File: config.mk
export PLATFORM = sky130hd
export DESIGN_NAME = tls_ctrl
export DESIGN_NICKNAME = d
export VERILOG_FILES = /design/src/tls_pkg.sv /design/src/tls_ctrl.sv
export SDC_FILE = /design/constraint.sdc
export NUM_CORES = 1
export LEC_CHECK = 0
export BUFFER_PORTS_ARGS = -buffer_cell sky130_fd_sc_hd__clkbuf_2
export CORE_AREA = 5 5 43 59
export DETAILED_ROUTE_END_ITERATION = 16
export DIE_AREA = 0 0 48 64
export GPL_TIMING_DRIVEN = 1
export PLACE_DENSITY_LB_ADDON = 0.05
export REMOVE_ABC_BUFFERS = 1
export SLEW_MARGIN = 20
export SYNTH_ARGS = -nofsm -noshare
export SYNTH_HDL_FRONTEND = slang
export SYNTH_SLANG_ARGS = --single-unit
File: constraint.sdc
create_clock -name i_clk -period 1.34 [get_ports i_clk]
set_input_delay 0.268 -clock i_clk [delete_from_list [all_inputs] [get_ports i_clk]]
set_output_delay 0.268 -clock i_clk [all_outputs]
set_load 0.03 [all_outputs]
File: src/tls_pkg.sv
// shared constants and controller/datapath handshake structs for the linear solver
// no dependencies
package tls_pkg;

    localparam int NUM_W   = 16;
    localparam int IDENT_W = 8;
    localparam int SOL_W   = 48;

    localparam logic [1:0] TK_NUMBER = 2'd0;
    localparam logic [1:0] TK_IDENT  = 2'd1;
    localparam logic [1:0] TK_SYMBOL = 2'd2;

    localparam logic [7:0] SYM_MINUS  = 8'h2d;
    localparam logic [7:0] SYM_EQUALS = 8'h3d;
    localparam logic [7:0] SYM_CARET  = 8'h5e;

    localparam logic [2:0] PH_IDLE  = 3'd0;
    localparam logic [2:0] PH_NUM   = 3'd1;
    localparam logic [2:0] PH_VAR   = 3'd2;
    localparam logic [2:0] PH_CARET = 3'd3;

    typedef struct packed {
        logic       tok_take;
        logic       solve_start;
        logic       mul_issue;
        logic [2:0] mul_sel;
        logic       mul_acc;
        logic [2:0] acc_sel;
        logic       div_load;
        logic       div_second;
        logic       div_step;
        logic       sol0_save;
        logic       res_load;
    } t_dp_cmd;

    typedef struct packed {
        logic det_zero;
    } t_dp_sts;

endpackage

File: src/tls_ctrl.sv
// sequencer for token intake, product steps, up to two divisions and result transfer
// depends on tls_pkg
module tls_ctrl #(
    parameter int QUO_BITS = 80
) (
    input  logic             i_clk,
    input  logic             i_rst_n,
    input  logic             i_tok_valid,
    input  logic             i_tok_final,
    output logic             o_tok_ready,
    output logic             o_res_valid,
    input  logic             i_res_ready,
    input  tls_pkg::t_dp_sts i_sts,
    output tls_pkg::t_dp_cmd o_cmd
);

    localparam int CW = ($clog2(QUO_BITS + 1) > 3) ? $clog2(QUO_BITS + 1) : 3;

    localparam logic [2:0] S_TOKEN = 3'd0;
    localparam logic [2:0] S_MUL   = 3'd1;
    localparam logic [2:0] S_LOAD  = 3'd2;
    localparam logic [2:0] S_DIV   = 3'd3;
    localparam logic [2:0] S_NEXT  = 3'd4;
    localparam logic [2:0] S_OUT   = 3'd5;

    logic [2:0]    r_state, n_state;
    logic [CW-1:0] r_cnt, n_cnt;
    logic          r_pass, n_pass;

    always_comb begin
        n_state = r_state;
        n_cnt = r_cnt;
        n_pass = r_pass;
        o_cmd = '0;
        o_tok_ready = 1'b0;
        o_res_valid = 1'b0;
        unique case (r_state)
            S_TOKEN: begin
                o_tok_ready = 1'b1;
                if (i_tok_valid) begin
                    o_cmd.tok_take = 1'b1;
                    if (i_tok_final) begin
                        o_cmd.solve_start = 1'b1;
                        n_state = S_MUL;
                        n_cnt = '0;
                    end
                end
            end
            S_MUL: begin
                if (r_cnt < CW'(6)) begin
                    o_cmd.mul_issue = 1'b1;
                    o_cmd.mul_sel = r_cnt[2:0];
                end
                if (r_cnt != '0) begin
                    o_cmd.mul_acc = 1'b1;
                    o_cmd.acc_sel = r_cnt[2:0] - 3'd1;
                end
                n_cnt = r_cnt + CW'(1);
                if (r_cnt == CW'(6)) n_state = S_LOAD;
            end
            S_LOAD: begin
                if (i_sts.det_zero) begin
                    o_cmd.res_load = 1'b1;
                    n_state = S_OUT;
                end else begin
                    o_cmd.div_load = 1'b1;
                    n_cnt = '0;
                    n_state = S_DIV;
                end
            end
            S_DIV: begin
                o_cmd.div_step = 1'b1;
                n_cnt = r_cnt + CW'(1);
                if (r_cnt == CW'(QUO_BITS - 1)) n_state = S_NEXT;
            end
            S_NEXT: begin
                if (!r_pass) begin
                    o_cmd.sol0_save = 1'b1;
                    o_cmd.div_load = 1'b1;
                    o_cmd.div_second = 1'b1;
                    n_pass = 1'b1;
                    n_cnt = '0;
                    n_state = S_DIV;
                end else begin
                    o_cmd.res_load = 1'b1;
                    n_state = S_OUT;
                end
            end
            S_OUT: begin
                o_res_valid = 1'b1;
                // result registers part the sides, only a final token has to wait
                o_tok_ready = !i_tok_final;
                if (i_tok_valid && !i_tok_final) o_cmd.tok_take = 1'b1;
                if (i_res_ready) begin
                    n_pass = 1'b0;
                    n_state = S_TOKEN;
                end
            end
            default: n_state = S_TOKEN;
        endcase
    end

    always_ff @(posedge i_clk) begin
        if (!i_rst_n) begin
            r_state <= S_TOKEN;
            r_cnt <= '0;
            r_pass <= 1'b0;
        end else begin
            r_state <= n_state;
            r_cnt <= n_cnt;
            r_pass <= n_pass;
        end
    end

    a_final_starts_mul: assert property (@(posedge i_clk) disable iff (!i_rst_n)
        o_cmd.tok_take && i_tok_final |=> r_state == S_MUL)
        else $error("final token did not start the solve");
    a_no_div_on_zero: assert property (@(posedge i_clk) disable iff (!i_rst_n)
        o_cmd.div_load |-> !i_sts.det_zero)
        else $error("division started with zero determinant");
    a_load_then_valid: assert property (@(posedge i_clk) disable iff (!i_rst_n)
        o_cmd.res_load |=> o_res_valid)
        else $error("result loaded but not offered");
    a_second_after_first: assert property (@(posedge i_clk) disable iff (!i_rst_n)
        o_cmd.res_load && !i_sts.det_zero |-> r_pass)
        else $error("result taken before second division");

endmodule

==> out/results.ini <==
[drt]
drc=0
postRouteAntennaNets=0
drtIter0Drc=86
wl_mm=4.60
firstDrtPassIters=5
vias_per_cell=6.41
routedWlPerCell_um=23.0
vias=1281

[yosys]
ys_seq_area_frac=0.268
synth_area_leaders=dfxtp_1 27%, nor2_1 6.4%, ha_1 4.6%
synth.distinct_cells=40
ys_warn_count=0
synth_area_sq_um=821
synth_top_area_share=0.268
syn_avg_cell_area_sq_um=7.67
yosys.area.top_type=dfxtp_1
postSynthCellCount=107
synth-seq-cells=11

[critical_path]
reg2reg_depth=7
required_ns=1.07
cp-start-kind=flop
reg2reg_slack_ns=-0.34
slowest_delay_ns=0.34
crit_fanout=3
end_kind=primary output
crit_type=reg2out
critPathSlowestCell=dfxtp_2
crit_arrival_ns=1.70
worstPathCellList=nor4_4, nand3b_1, buf_6, nor3_4, clkbuf_8

[run_status]
status=finished, violations left
violations=negative setup slack

[clocking]
cts-root-buf=clkbuf_4
numCtsBuffers=3
clkLatencyLatePin_ns=0.29
cts_sinks=11
cts_tree=done
htree_levels=1
cts_buffer_depth=2
clk_pin_slew_ns=0.07

[power_and_ir_drop]
p_leak_nw=0.797
power.density_mw_per_mm2=1960
ir_drop_mv=1.53

[timing]
fin_skew_ns=0.0156
fin_setup_tns_ns=-10.05
slew_viol_final=0
rsz0062_at_grt=true
hold_viol=0
period_minus_slack_ns=1.97
finalWorstSetupSlack_ns=-0.628
setup-violations-final=27
worstMarginPinSlew_ns=0.366
fin_crit_sh=1.47
slew_headroom=0.756
fmax_ghz=0.508

[layout]
final_net_count=189
most-common-layout-cells=35 x buf_4, 18 x buf_6, 9 x nor2_1
n_antenna_cell=0
final_common_cell=buf_4
design_area_sq_mm=0.00183
syn_to_final_growth_pct=123
fin_util=0.940
drive_gt1_frac=0.659

[floorplanning]
core_area_sq_mm=0.00195
die_h_um=64
start_util=0.421
dieArea_sq_mm=0.00307
rows=19
pin_count=23
die_w_um=48

[worst_hold_path]
hold_depth=2
hold_path_class=in2reg

[global_routing]
grt_pass1_vias=1165
track_usage=0.228
antenna_found_initial=0
grt_max_degree=10
grt_pass1_wl_mm=5.12
grt.overflow.total=0

[placed_design]
hpwl_mm=1.91
placed_cell_area_sq_mm=0.00119
dp_slack_ns=-0.264
gp_congestion=0.754
port_buffers=22

[run]
maxCapViolations=0

report_power, final:
| group | switching [mW] | leakage (nW) | internal, mW |
|---|---|---|---|
| registers | 0.0781 | 0.0929 | 0.407 |
| clock network | 0.139 | 0.0150 | 0.116 |
| logic | 1.39 | 0.689 | 1.47 |
registers in the layout, summed over array words and instances (netlist names):
name	cells
r_cnt	7
r_pass	1
r_state	3
stage by stage:
step / hold WS, ns / total power, mW / instances
finish: 0.333 / 3.59 / 200
global placement: 0.511 / 1.97 / 179
global route: 0.323 / 3.74 / 200
floorplan: 0.401 / 1.28 / 100
CTS: 0.312 / 2.96 / 191
detailed placement: 0.516 / 1.99 / 179
path summary, 6_finish.rpt:
path                                  from    endpoint
worst min register to register    r_cnt[0]    r_cnt[0]
worst max-delay path              r_cnt[3]   o_cmd[11]
worst min-delay path               i_rst_n  r_state[1]
worst max register to register  r_state[0]  r_state[0]
worst max-delay path, delay by kind of cell (launching register included):
kind,cells,cell delay [ns]
AND/OR/NAND/NOR,3,0.70
buffers and inverters,2,0.38
flip-flops,1,0.34
area by class of cell:
type	instances	area (sq um)
Timing Repair Buffer	75	746
Multi-Input combinational cell	81	762
Sequential cell	11	235
Clock buffer	4	26.3
Tap cell	21	26.3
Inverter	8	37.5
Fill cell	62	116
per-layer routing:
layer,GRT usage,vias to the layer above,share of wire
li1,-,534,-
met1,0.232,637,0.37
met2,0.427,86,0.51
met3,0.0225,24,0.081
met4,0.0976,0,0.043
met5,0,-,0
logic make-up (layout without fill, tap and decap cells):
kind of cell | after synthesis | in the layout | share of synthesized area
AOI/OAI and AO/OA | 28 | 28 | 0.247
xor gates and xnor gates | 1 | 1 | 0.0107
adders and majority gates | 3 | 3 | 0.0457
buffers and inverters | 15 | 87 | 0.0869
DFF | 11 | 11 | 0.268
muxes | 1 | 1 | 0.0122
and+or+nand+nor | 48 | 48 | 0.329
repair_timing:
| action | CTS | global route |
|---|---|---|
| setup endpoints to repair | 27 | 27 |
| gates resized for setup | 85 | 35 |
| buffers inserted | 10 | 10 |
| pin swaps | 15 | 10 |
| hold buffers | 0 | 0 |
cell usage after synthesis:
cell and number:
buf_6 1, a41oi_1 2, a221oi_1 1, clkbuf_1 2
and3_1 1, and3b_1 1, a311o_1 1, nand2b_1 3
nor4_1 1, nand4_1 2, a211oi_1 2, nor4_2 1
nor4bb_1 1, dfxtp_1 11, ha_1 3, o211a_1 1
nand3b_1 2, a31oi_1 3, o31ai_1 1, a311oi_1 1
a2111oi_2 1, nand3_1 3, nor2_1 14, mux2i_1 1
a21oi_1 6, o21a_1 2, inv_1 8, a31o_2 1
a2bb2oi_1 1, xnor2_1 1, o2111ai_1 1, nor3_4 1
buf_4 1, o21ai_0 4, nor4b_1 2, nor2b_1 3
and2_1 3, nand2_1 7, nor3_1 3, buf_2 3
No activity file was read; power rests on OpenSTA's default activity.
